===== src/rtl/core/xcsv_pkg.sv =====
// Shared types and constants for the sentence checksum validator.
package xcsv_pkg;

    localparam logic [7:0] CH_NEWLINE = 8'h0A;
    localparam logic [7:0] CH_DOLLAR  = 8'h24;
    localparam logic [7:0] CH_STAR    = 8'h2A;
    localparam logic [7:0] CH_COMMA   = 8'h2C;

    localparam logic [7:0] RESET_TYPE_FIRST  = 8'd65;
    localparam logic [7:0] RESET_TYPE_SECOND = 8'd68;
    localparam logic [4:0] RESET_EXP_FIELDS  = 5'd5;

    localparam logic [1:0] REG_TYPE_FIRST  = 2'd0;
    localparam logic [1:0] REG_TYPE_SECOND = 2'd1;
    localparam logic [1:0] REG_EXP_FIELDS  = 2'd2;

    typedef enum logic [2:0] {
        ST_OK          = 3'd0,
        ST_NO_DOLLAR   = 3'd1,
        ST_NO_STAR     = 3'd2,
        ST_BAD_TEXT    = 3'd3,
        ST_MISMATCH    = 3'd4,
        ST_WRONG_TYPE  = 3'd5,
        ST_WRONG_COUNT = 3'd6
    } t_status;

    // Summary of one finished line, handed from the parser to the verdict stage.
    typedef struct packed {
        logic       no_dollar;
        logic       star_seen;
        logic       hex_bad;
        logic       hex_over;
        logic [7:0] hex_value;
        logic [7:0] xor_star;
        logic       prefix_ok;
        logic [7:0] commas;
    } t_line;

endpackage


===== src/rtl/core/xcsv_front.sv =====
// Byte parser: tracks line phase, XOR, checksum digits and commas per line.
module xcsv_front (
    input  logic                 i_clk,
    input  logic                 i_rst_n,
    input  logic                 i_valid,
    output logic                 o_ready,
    input  logic [7:0]           i_byte,
    input  logic [7:0]           i_type_first,
    input  logic [7:0]           i_type_second,
    input  logic                 i_q_full,
    output logic                 o_push,
    output xcsv_pkg::t_line      o_line
);

    typedef enum logic [2:0] {
        PH_LEAD,
        PH_PAY,
        PH_HEX,
        PH_TRAIL,
        PH_SKIP
    } t_phase;

    t_phase      r_phase,       n_phase;
    logic [7:0]  r_running_xor, n_running_xor;
    logic [7:0]  r_xor_star,    n_xor_star;
    logic        r_star_seen,   n_star_seen;
    logic [7:0]  r_hex_value,   n_hex_value;
    logic        r_hex_digits,  n_hex_digits;
    logic        r_hex_over,    n_hex_over;
    logic        r_hex_bad,     n_hex_bad;
    logic [1:0]  r_pos,         n_pos;
    logic        r_prefix,      n_prefix;
    logic [7:0]  r_commas,      n_commas;
    logic [7:0]  r_commas_star, n_commas_star;
    logic        r_prefix_star, n_prefix_star;

    logic        accept;
    logic        is_nl;
    logic        is_ws;
    logic [4:0]  nib;
    logic [7:0]  want;
    logic        bad_eff;

    function automatic logic [4:0] hex_nibble(input logic [7:0] b);
        logic [4:0] r;
        r = 5'd0;
        if (b >= 8'h30 && b <= 8'h39) begin
            r = {1'b1, 4'(b - 8'h30)};
        end else if (b >= 8'h61 && b <= 8'h66) begin
            r = {1'b1, 4'(b - 8'h57)};
        end else if (b >= 8'h41 && b <= 8'h46) begin
            r = {1'b1, 4'(b - 8'h37)};
        end
        return r;
    endfunction

    assign o_ready = !i_q_full;
    assign accept  = i_valid && o_ready;
    assign is_nl   = i_byte == xcsv_pkg::CH_NEWLINE;
    assign is_ws   = i_byte == 8'd9 || i_byte == 8'd11 || i_byte == 8'd12 ||
                     i_byte == 8'd13 || i_byte == 8'd32;
    assign nib     = hex_nibble(i_byte);
    assign want    = (r_pos == 2'd0) ? i_type_first :
                     (r_pos == 2'd1) ? i_type_second : xcsv_pkg::CH_COMMA;

    assign o_push             = accept && is_nl;
    assign o_line.no_dollar   = r_phase == PH_LEAD || r_phase == PH_SKIP;
    assign o_line.star_seen   = r_star_seen;
    assign o_line.hex_bad     = r_hex_bad || !r_hex_digits;
    assign o_line.hex_over    = r_hex_over;
    assign o_line.hex_value   = r_hex_value;
    assign o_line.xor_star    = r_xor_star;
    assign o_line.prefix_ok   = r_prefix_star;
    assign o_line.commas      = r_commas_star;

    always_comb begin
        n_phase       = r_phase;
        n_running_xor = r_running_xor;
        n_xor_star    = r_xor_star;
        n_star_seen   = r_star_seen;
        n_hex_value   = r_hex_value;
        n_hex_digits  = r_hex_digits;
        n_hex_over    = r_hex_over;
        n_hex_bad     = r_hex_bad;
        n_pos         = r_pos;
        n_prefix      = r_prefix;
        n_commas      = r_commas;
        n_commas_star = r_commas_star;
        n_prefix_star = r_prefix_star;
        bad_eff       = 1'b0;
        if (accept) begin
            if (is_nl) begin
                n_phase       = PH_LEAD;
                n_running_xor = 8'd0;
                n_xor_star    = 8'd0;
                n_star_seen   = 1'b0;
                n_hex_value   = 8'd0;
                n_hex_digits  = 1'b0;
                n_hex_over    = 1'b0;
                n_hex_bad     = 1'b0;
                n_pos         = 2'd0;
                n_prefix      = 1'b1;
                n_commas      = 8'd0;
                n_commas_star = 8'd0;
                n_prefix_star = 1'b0;
            end else begin
                case (r_phase)
                    PH_LEAD: begin
                        if (i_byte == xcsv_pkg::CH_DOLLAR) begin
                            n_phase = PH_PAY;
                        end else if (!is_ws) begin
                            n_phase = PH_SKIP;
                        end
                    end
                    PH_PAY, PH_HEX, PH_TRAIL: begin
                        if (i_byte == xcsv_pkg::CH_STAR) begin
                            n_xor_star    = r_running_xor;
                            n_commas_star = r_commas;
                            n_prefix_star = r_pos == 2'd3 && r_prefix;
                            n_star_seen   = 1'b1;
                            n_hex_value   = 8'd0;
                            n_hex_digits  = 1'b0;
                            n_hex_over    = 1'b0;
                            n_hex_bad     = 1'b0;
                            n_phase       = PH_HEX;
                        end else if (r_phase != PH_PAY) begin
                            if (is_ws) begin
                                n_phase = PH_TRAIL;
                            end else begin
                                // text after trailing blanks spoils the checksum
                                bad_eff = r_hex_bad || r_phase == PH_TRAIL || !nib[4];
                                n_phase = PH_HEX;
                                if (bad_eff) begin
                                    n_hex_bad = 1'b1;
                                end else begin
                                    n_hex_digits = 1'b1;
                                    if (r_hex_value > 8'd15) begin
                                        n_hex_value = 8'hFF;
                                        n_hex_over  = 1'b1;
                                    end else begin
                                        n_hex_value = {r_hex_value[3:0], nib[3:0]};
                                    end
                                end
                            end
                        end
                        n_running_xor = r_running_xor ^ i_byte;
                        if (r_pos != 2'd3) begin
                            if (i_byte != want) begin
                                n_prefix = 1'b0;
                            end
                            n_pos = r_pos + 2'd1;
                        end else if (i_byte == xcsv_pkg::CH_COMMA && r_commas != 8'hFF) begin
                            n_commas = r_commas + 8'd1;
                        end
                    end
                    default: begin
                    end
                endcase
            end
        end
    end

    always_ff @(posedge i_clk) begin
        if (!i_rst_n) begin
            r_phase       <= PH_LEAD;
            r_running_xor <= 8'd0;
            r_xor_star    <= 8'd0;
            r_star_seen   <= 1'b0;
            r_hex_value   <= 8'd0;
            r_hex_digits  <= 1'b0;
            r_hex_over    <= 1'b0;
            r_hex_bad     <= 1'b0;
            r_pos         <= 2'd0;
            r_prefix      <= 1'b1;
            r_commas      <= 8'd0;
            r_commas_star <= 8'd0;
            r_prefix_star <= 1'b0;
        end else begin
            r_phase       <= n_phase;
            r_running_xor <= n_running_xor;
            r_xor_star    <= n_xor_star;
            r_star_seen   <= n_star_seen;
            r_hex_value   <= n_hex_value;
            r_hex_digits  <= n_hex_digits;
            r_hex_over    <= n_hex_over;
            r_hex_bad     <= n_hex_bad;
            r_pos         <= n_pos;
            r_prefix      <= n_prefix;
            r_commas      <= n_commas;
            r_commas_star <= n_commas_star;
            r_prefix_star <= n_prefix_star;
        end
    end

`ifndef SYNTHESIS
    a_nl_clears: assert property (@(posedge i_clk) disable iff (!i_rst_n)
        o_push |=> r_phase == PH_LEAD && !r_star_seen && r_running_xor == 8'd0)
        else $error("line state not cleared after newline");
    a_over_sat: assert property (@(posedge i_clk) disable iff (!i_rst_n)
        r_hex_over |-> r_hex_value == 8'hFF && r_hex_digits)
        else $error("checksum overflow without saturation");
    a_star_hex: assert property (@(posedge i_clk) disable iff (!i_rst_n)
        (r_phase == PH_HEX || r_phase == PH_TRAIL) |-> r_star_seen)
        else $error("checksum phase without star");
`endif

endmodule


===== src/rtl/core/xcsv_queue.sv =====
// Short FIFO of finished line summaries between parser and verdict stage.
module xcsv_queue #(
    parameter int DEPTH = 4
) (
    input  logic                 i_clk,
    input  logic                 i_rst_n,
    input  logic                 i_push,
    input  xcsv_pkg::t_line      i_line,
    output logic                 o_full,
    input  logic                 i_pop,
    output logic                 o_valid,
    output xcsv_pkg::t_line      o_line
);

    localparam int AW = $clog2(DEPTH);
    localparam int CW = $clog2(DEPTH + 1);

    xcsv_pkg::t_line r_mem [DEPTH];
    logic [AW-1:0]   r_wr_ptr;
    logic [AW-1:0]   r_rd_ptr;
    logic [CW-1:0]   r_count;

    assign o_full  = r_count == CW'(DEPTH);
    assign o_valid = r_count != '0;
    assign o_line  = r_mem[r_rd_ptr];

    always_ff @(posedge i_clk) begin
        if (i_push) begin
            r_mem[r_wr_ptr] <= i_line;
        end
    end

    always_ff @(posedge i_clk) begin
        if (!i_rst_n) begin
            r_wr_ptr <= '0;
            r_rd_ptr <= '0;
            r_count  <= '0;
        end else begin
            if (i_push) begin
                r_wr_ptr <= (r_wr_ptr == AW'(DEPTH - 1)) ? '0 : r_wr_ptr + 1'b1;
            end
            if (i_pop) begin
                r_rd_ptr <= (r_rd_ptr == AW'(DEPTH - 1)) ? '0 : r_rd_ptr + 1'b1;
            end
            if (i_push && !i_pop) begin
                r_count <= r_count + 1'b1;
            end else if (i_pop && !i_push) begin
                r_count <= r_count - 1'b1;
            end
        end
    end

`ifndef SYNTHESIS
    a_no_overflow: assert property (@(posedge i_clk) disable iff (!i_rst_n)
        !(i_push && o_full))
        else $error("push into full queue");
    a_no_underflow: assert property (@(posedge i_clk) disable iff (!i_rst_n)
        !(i_pop && !o_valid))
        else $error("pop from empty queue");
    a_count_up: assert property (@(posedge i_clk) disable iff (!i_rst_n)
        (i_push && !i_pop) |=> r_count == $past(r_count) + 1'b1)
        else $error("queue count lost a push");
`endif

endmodule


===== src/rtl/core/xcsv_back.sv =====
// Verdict stage: turns a line summary into status and sums, with output register.
module xcsv_back (
    input  logic                 i_clk,
    input  logic                 i_rst_n,
    input  logic                 i_q_valid,
    input  xcsv_pkg::t_line      i_line,
    output logic                 o_pop,
    input  logic [4:0]           i_exp_fields,
    output logic                 o_valid,
    input  logic                 i_ready,
    output logic [2:0]           o_status,
    output logic [7:0]           o_computed_sum,
    output logic [7:0]           o_received_sum,
    output logic [7:0]           o_field_count
);

    logic              r_valid;
    xcsv_pkg::t_status r_status, n_status;
    logic [7:0]        r_cs, n_cs;
    logic [7:0]        r_rs, n_rs;
    logic [7:0]        r_fc, n_fc;
    logic [7:0]        fc_all;

    assign o_pop  = i_q_valid && (!r_valid || i_ready);
    assign fc_all = (i_line.commas == 8'hFF) ? 8'hFF : i_line.commas + 8'd1;

    always_comb begin
        n_status = xcsv_pkg::ST_OK;
        n_cs     = 8'd0;
        n_rs     = 8'd0;
        n_fc     = 8'd0;
        if (i_line.no_dollar) begin
            n_status = xcsv_pkg::ST_NO_DOLLAR;
        end else if (!i_line.star_seen) begin
            n_status = xcsv_pkg::ST_NO_STAR;
        end else begin
            n_cs = i_line.xor_star;
            if (i_line.hex_bad) begin
                n_status = xcsv_pkg::ST_BAD_TEXT;
            end else begin
                n_rs = i_line.hex_value;
                if (i_line.hex_over || i_line.hex_value != i_line.xor_star) begin
                    n_status = xcsv_pkg::ST_MISMATCH;
                end else if (!i_line.prefix_ok) begin
                    n_status = xcsv_pkg::ST_WRONG_TYPE;
                end else begin
                    n_fc     = fc_all;
                    n_status = (fc_all == {3'b000, i_exp_fields}) ?
                               xcsv_pkg::ST_OK : xcsv_pkg::ST_WRONG_COUNT;
                end
            end
        end
    end

    always_ff @(posedge i_clk) begin
        if (!i_rst_n) begin
            r_valid <= 1'b0;
        end else if (o_pop) begin
            r_valid <= 1'b1;
        end else if (i_ready) begin
            r_valid <= 1'b0;
        end
    end

    always_ff @(posedge i_clk) begin
        if (o_pop) begin
            r_status <= n_status;
            r_cs     <= n_cs;
            r_rs     <= n_rs;
            r_fc     <= n_fc;
        end
    end

    assign o_valid        = r_valid;
    assign o_status       = r_status;
    assign o_computed_sum = r_cs;
    assign o_received_sum = r_rs;
    assign o_field_count  = r_fc;

`ifndef SYNTHESIS
    a_ok_sums: assert property (@(posedge i_clk) disable iff (!i_rst_n)
        (r_valid && r_status == xcsv_pkg::ST_OK) |-> r_cs == r_rs && r_fc != 8'd0)
        else $error("ok verdict with unequal sums");
    a_early_zero: assert property (@(posedge i_clk) disable iff (!i_rst_n)
        (r_valid && (r_status == xcsv_pkg::ST_NO_DOLLAR ||
                     r_status == xcsv_pkg::ST_NO_STAR)) |-> r_cs == 8'd0 && r_rs == 8'd0)
        else $error("sums reported for line without star");
    a_fc_zero: assert property (@(posedge i_clk) disable iff (!i_rst_n)
        (r_valid && r_status != xcsv_pkg::ST_OK &&
         r_status != xcsv_pkg::ST_WRONG_COUNT) |-> r_fc == 8'd0)
        else $error("field count reported for failed line");
`endif

endmodule


===== src/rtl/core/xor_checked_sentence_validator.sv =====
// Top level of the sentence checksum validator with its register port.
//
// Input channel (i_rx_valid / o_rx_ready / i_rx_byte): one ASCII byte per
// transfer; the byte 10 ends a line. Every newline yields exactly one
// result transfer on the output channel (o_res_valid / i_res_ready) carrying
// status, computed XOR, parsed checksum and field count; other bytes yield
// nothing. A byte is taken every cycle while the line queue has room.
// A newline's line summary passes through the line queue and then the verdict
// register before o_res_valid. Throughput is one byte per cycle while the line
// queue has room, as the parser updates its line state on every accepted byte.
// When the receiver stalls, results collect in the output register and the
// QUEUE_DEPTH-entry line queue; o_rx_ready drops only once the queue is full.
// Reset (synchronous, active low) clears the line state, empties the queue and
// loads the registers with type 'A','D' and 5 expected fields.
// Registers (by paddr[3:2]): 0 first type byte, 1 second type byte, 2 expected field count.
module xor_checked_sentence_validator #(
    parameter int QUEUE_DEPTH = 4
) (
    input  logic        i_clk,
    input  logic        i_rst_n,
    input  logic        i_rx_valid,
    output logic        o_rx_ready,
    input  logic [7:0]  i_rx_byte,
    output logic        o_res_valid,
    input  logic        i_res_ready,
    output logic [2:0]  o_status,
    output logic [7:0]  o_computed_sum,
    output logic [7:0]  o_received_sum,
    output logic [7:0]  o_field_count,
    input  logic        psel,
    input  logic        penable,
    input  logic        pwrite,
    input  logic [3:0]  paddr,
    input  logic [31:0] pwdata,
    output logic [31:0] prdata,
    output logic        pready
);

    logic [7:0]      r_type_first;
    logic [7:0]      r_type_second;
    logic [4:0]      r_exp_fields;
    logic            wr_en;
    logic            q_full;
    logic            q_valid;
    logic            push;
    logic            pop;
    xcsv_pkg::t_line push_line;
    xcsv_pkg::t_line pop_line;

    assign pready = 1'b1;
    assign wr_en  = psel && penable && pwrite;

    always_ff @(posedge i_clk) begin
        if (!i_rst_n) begin
            r_type_first  <= xcsv_pkg::RESET_TYPE_FIRST;
            r_type_second <= xcsv_pkg::RESET_TYPE_SECOND;
            r_exp_fields  <= xcsv_pkg::RESET_EXP_FIELDS;
        end else if (wr_en) begin
            case (paddr[3:2])
                xcsv_pkg::REG_TYPE_FIRST:  r_type_first  <= pwdata[7:0];
                xcsv_pkg::REG_TYPE_SECOND: r_type_second <= pwdata[7:0];
                xcsv_pkg::REG_EXP_FIELDS:  r_exp_fields  <= pwdata[4:0];
                default: begin
                end
            endcase
        end
    end

    always_comb begin
        case (paddr[3:2])
            xcsv_pkg::REG_TYPE_FIRST:  prdata = {24'd0, r_type_first};
            xcsv_pkg::REG_TYPE_SECOND: prdata = {24'd0, r_type_second};
            xcsv_pkg::REG_EXP_FIELDS:  prdata = {27'd0, r_exp_fields};
            default:                   prdata = 32'd0;
        endcase
    end

    xcsv_front u_front (
        .i_clk         (i_clk),
        .i_rst_n       (i_rst_n),
        .i_valid       (i_rx_valid),
        .o_ready       (o_rx_ready),
        .i_byte        (i_rx_byte),
        .i_type_first  (r_type_first),
        .i_type_second (r_type_second),
        .i_q_full      (q_full),
        .o_push        (push),
        .o_line        (push_line)
    );

    xcsv_queue #(
        .DEPTH (QUEUE_DEPTH)
    ) u_queue (
        .i_clk   (i_clk),
        .i_rst_n (i_rst_n),
        .i_push  (push),
        .i_line  (push_line),
        .o_full  (q_full),
        .i_pop   (pop),
        .o_valid (q_valid),
        .o_line  (pop_line)
    );

    xcsv_back u_back (
        .i_clk          (i_clk),
        .i_rst_n        (i_rst_n),
        .i_q_valid      (q_valid),
        .i_line         (pop_line),
        .o_pop          (pop),
        .i_exp_fields   (r_exp_fields),
        .o_valid        (o_res_valid),
        .i_ready        (i_res_ready),
        .o_status       (o_status),
        .o_computed_sum (o_computed_sum),
        .o_received_sum (o_received_sum),
        .o_field_count  (o_field_count)
    );

endmodule

===== config.mk =====
export PLATFORM = sky130hd
export DESIGN_NAME = xor_checked_sentence_validator
export DESIGN_NICKNAME = d
export VERILOG_FILES = /design/src/rtl/core/xcsv_pkg.sv /design/src/rtl/core/xcsv_front.sv /design/src/rtl/core/xcsv_queue.sv /design/src/rtl/core/xcsv_back.sv /design/src/rtl/core/xor_checked_sentence_validator.sv
export SDC_FILE = /design/constraint.sdc
export NUM_CORES = 1
export LEC_CHECK = 0
export BUFFER_PORTS_ARGS = -buffer_cell sky130_fd_sc_hd__clkbuf_2
export CAP_MARGIN = 20
export CORE_MARGIN = 2
export CORE_UTILIZATION = 50
export DETAILED_ROUTE_END_ITERATION = 12
export PLACE_DENSITY = 0.7
export SYNTH_ARGS = -nofsm -noshare
export SYNTH_HDL_FRONTEND = slang
export SYNTH_HIERARCHICAL = 1
export SYNTH_SLANG_ARGS = --single-unit

===== constraint.sdc =====
create_clock -name i_clk -period 4.7 [get_ports i_clk]
set_input_delay 0.47 -clock i_clk [delete_from_list [all_inputs] [get_ports i_clk]]
set_output_delay 0.47 -clock i_clk [all_outputs]
set_load 0.005 [all_outputs]

==> flow_summary.toml <==
[routing]
first_iter_violations = 538
drc = 0
post_drt_wl_per_cell_um = 17.8
vias = 6125
routed_via_density = 5.58
ant_nets = 0
dr.pass1.iters = 5
totalWireLength_um = 19500

[synthesis]
ys_top_cells_by_area = "edfxtp_1, dfxtp_1, mux4_2"
synth_area_per_cell_um2 = 13.1
yosysTopAreaCell = "edfxtp_1"
synthDistinctLibCells = 78
synth_top_family_by_area = "simple AND/OR/NAND/NOR gates"
synth_xor_xnor_area_share = 0.0272
synthMuxAreaShare = 0.101
synth_fa_ha_area_frac = 0.0221
syn-cell-area_mm2 = 0.00998
syn-instance-count = 759
synth_seq_cells = 225
synth_compound_area_frac = 0.0833
synth_top_area_frac = 0.430
synth_simple_gate_area_frac = 0.124
async_flop_share = 0
synth-edff-count = 143
yosysWarnings = 6
ys.flop_type = "edfxtp_1"
synth_seq_area_share = 0.595

[setup_path]
crit_chain = "mux4_2 -> ha_1 -> xnor2_1 -> o21ai_1 -> a2111oi_0 -> o2111a_1 -> o22ai_1"
start_kind = "register"
critical_path_class = "reg -> reg"
cp-end-kind = "register"
crit_fanout = 20
rr_worst_depth = 7
cp_slowest_cell = "dfxtp_2"
max_stage_delay_ns = 0.80
cp_data_required_time_ns = 4.96
arrival_ns = 3.48
r2r_setup_slack_ns = 1.48

[global_route]
overflow = 0
grtUsageTotal = 0.187
antenna_found_initial = 0
grt_pass1_wl_um = 32300
grt_pass1_vias = 6235
grt_max_degree = 61

[timing]
fmax_mhz = 310
setup_tns_ns = 0
fin_crit_sh = 0.685
whs_ns = 0.225
fin_skew_ns = 0.0188
maxSlewHeadroom = 0.405
rsz0062_at_grt = "no"
report.final.slew_viol_count = 0
worstMarginPinSlew_ns = 0.889
period_minus_slack_ns = 3.22
setup_viol = 0
hold_viol_final = 0

[floorplan]
die_width_um = 145
die-area_mm2 = 0.0211
core.rowCount = 51
io_pins = 113
core_region_area_mm2 = 0.0195
fp.dieH_um = 145
start_util = 0.511

[clock_tree]
cts_tree = "yes"
ctsLongestPathBuffers = 3
cts_made_buffers = 22
clkSlewWorstSetupHoldPaths_ns = 0.06
ctsResizeCount = 0
clk_latency_ns = 0.51
post_cts_buffers = 0
cts_root_buf = "clkbuf_16"
clkSinkCount = 225
cts_hold_buf = 0
htreeDepth = 1

[hold_path]
holdCritPathClass = "in -> reg"
min_path_cells = 3

[pwr]
combPwrFrac = 0.147
total_leakage_power_nw = 4.12
peakVddDrop_uv = 304
power_density_mw_per_mm2 = 438
power_switching_w = 0.00120
seqPwrFrac = 0.486
clock_power_share = 0.366
p_total_w = 0.00487
internal_power_w = 0.00367
p_sw_frac = 0.246

[finish]
area_delta_synth_final_pct = 11.4
final_common_cell = "edfxtp_1"
fin_util = 0.569
final_nets = 884
num-fill-cells = 1623
final_layout_size_suffix_gt1_frac = 0.191
num_antenna_cells = 0
final_cell_mix = "edfxtp_1, dfxtp_1, clkbuf_2"

[run_status]
outcome = "complete, no violations"

[placement]
detailed_place_hpwl_um = 13300
place.gp.congestion = 0.867
port_buffers = 61

[flow_run]
cap_violations = 0
## through the flow
stage | setup WS, ns | instance area (um2) | cells
after detailed placement | 1.33 | 10400 | 1057
after floorplan | 1.56 | 10100 | 782
final | 1.48 | 11100 | 1097
after global placement | 1.45 | 10400 | 1057
after global routing | 1.17 | 11100 | 1097
after CTS | 1.48 | 11100 | 1097
## path summary, 6_finish.rpt
check | from | endpoint
setup reg to reg | register | u_back/o_status[1]$_SDFFCE_PP0P_
setup / recovery | register | u_back/o_status[1]$_SDFFCE_PP0P_
hold reg to reg | u_front/r_hex_digits$_SDFFE_PN0P_ | u_front/r_hex_digits$_SDFFE_PN0P_
hold / removal | pwdata[0] | r_type_second[0]$_SDFFE_PN0P_
## worst max-delay path: cells and delay by family (launching register included)
kind                     cells  cell delay (ns)
flip-flops                   1             0.80
multiplexers                 1             0.69
AO/OA/AOI/OAI                4             0.93
adder cells (fa/ha/maj)      1             0.33
XOR/XNOR                     1             0.23
## power by group through the flow
stage	Sequential, W	Clock, W	Combinational (W)
3_5_place_dp	0.00241	0	0.000725
3_3_place_gp	0.00241	0	0.000708
4_1_cts	0.00237	0.00182	0.000729
6_report	0.00237	0.00178	0.000717
2_1_floorplan	0.00238	0	0.000540
5_1_grt	0.00239	0.00190	0.000786
## registers in the layout, summed over array words and instances (netlist names), 5 cells and up, named ones only
register and cells:
u_queue/r_mem 116, u_back/o_field_count 8, u_front/r_xor_star 8, r_type_second 8, r_exp_fields 5, u_front/r_commas_star 8
r_type_first 8, u_back/o_received_sum 8, u_front/r_running_xor 8, u_back/o_computed_sum 8, u_front/r_hex_value 8, u_front/r_commas 8
## cells by family after synthesis
group,count (synthesis)
AND/OR/NAND/NOR,229
AO/OA/AOI/OAI,115
buffers and inverters,76
XOR/XNOR,31
flip-flops,225
other,2
adder cells (fa/ha/maj),17
multiplexers,64
## layout make-up
class                   count  area, um2  area share
flip-flops and latches    225       5940       0.534
well taps                 265        332      0.0298
repair buffers             71        380      0.0342
inverters                  15       56.3     0.00507
multi-input cells         481       3660       0.330
clock buffers              26        586      0.0527
clock inverters            14        161      0.0145
## layer usage
| layer | wire (um) | GRT usage | vias up |
|---|---|---|---|
| met5 | 0 | 0 | - |
| met4 | 433 | 0.0549 | 0 |
| met3 | 1100 | 0.0292 | 39 |
| met2 | 9490 | 0.317 | 209 |
| met1 | 8460 | 0.251 | 2986 |
| li1 | - | - | 2891 |
## synth_stat cells (3+ instances only)
master    number
a21boi_0       3
a21oi_1       18
a22o_1        16
a22oi_1        6
a31oi_1        3
and2_1        21
buf_2          7
buf_4         30
buf_6          6
clkbuf_1      17
dfxtp_1       82
edfxtp_1     143
ha_1          16
inv_1         15
mux2i_1       35
mux4_2        28
nand2_1       59
nand2b_1      10
nand3_1       22
nand4_1        7
nor2_1        35
nor2b_1       27
nor3_1         9
nor3b_1        3
o21ai_0       19
o22ai_1       12
o31ai_1        3
or2_2          4
or3_1          9
xnor2_1       10
xor2_1        21
Power figures use the tool's default switching activity.
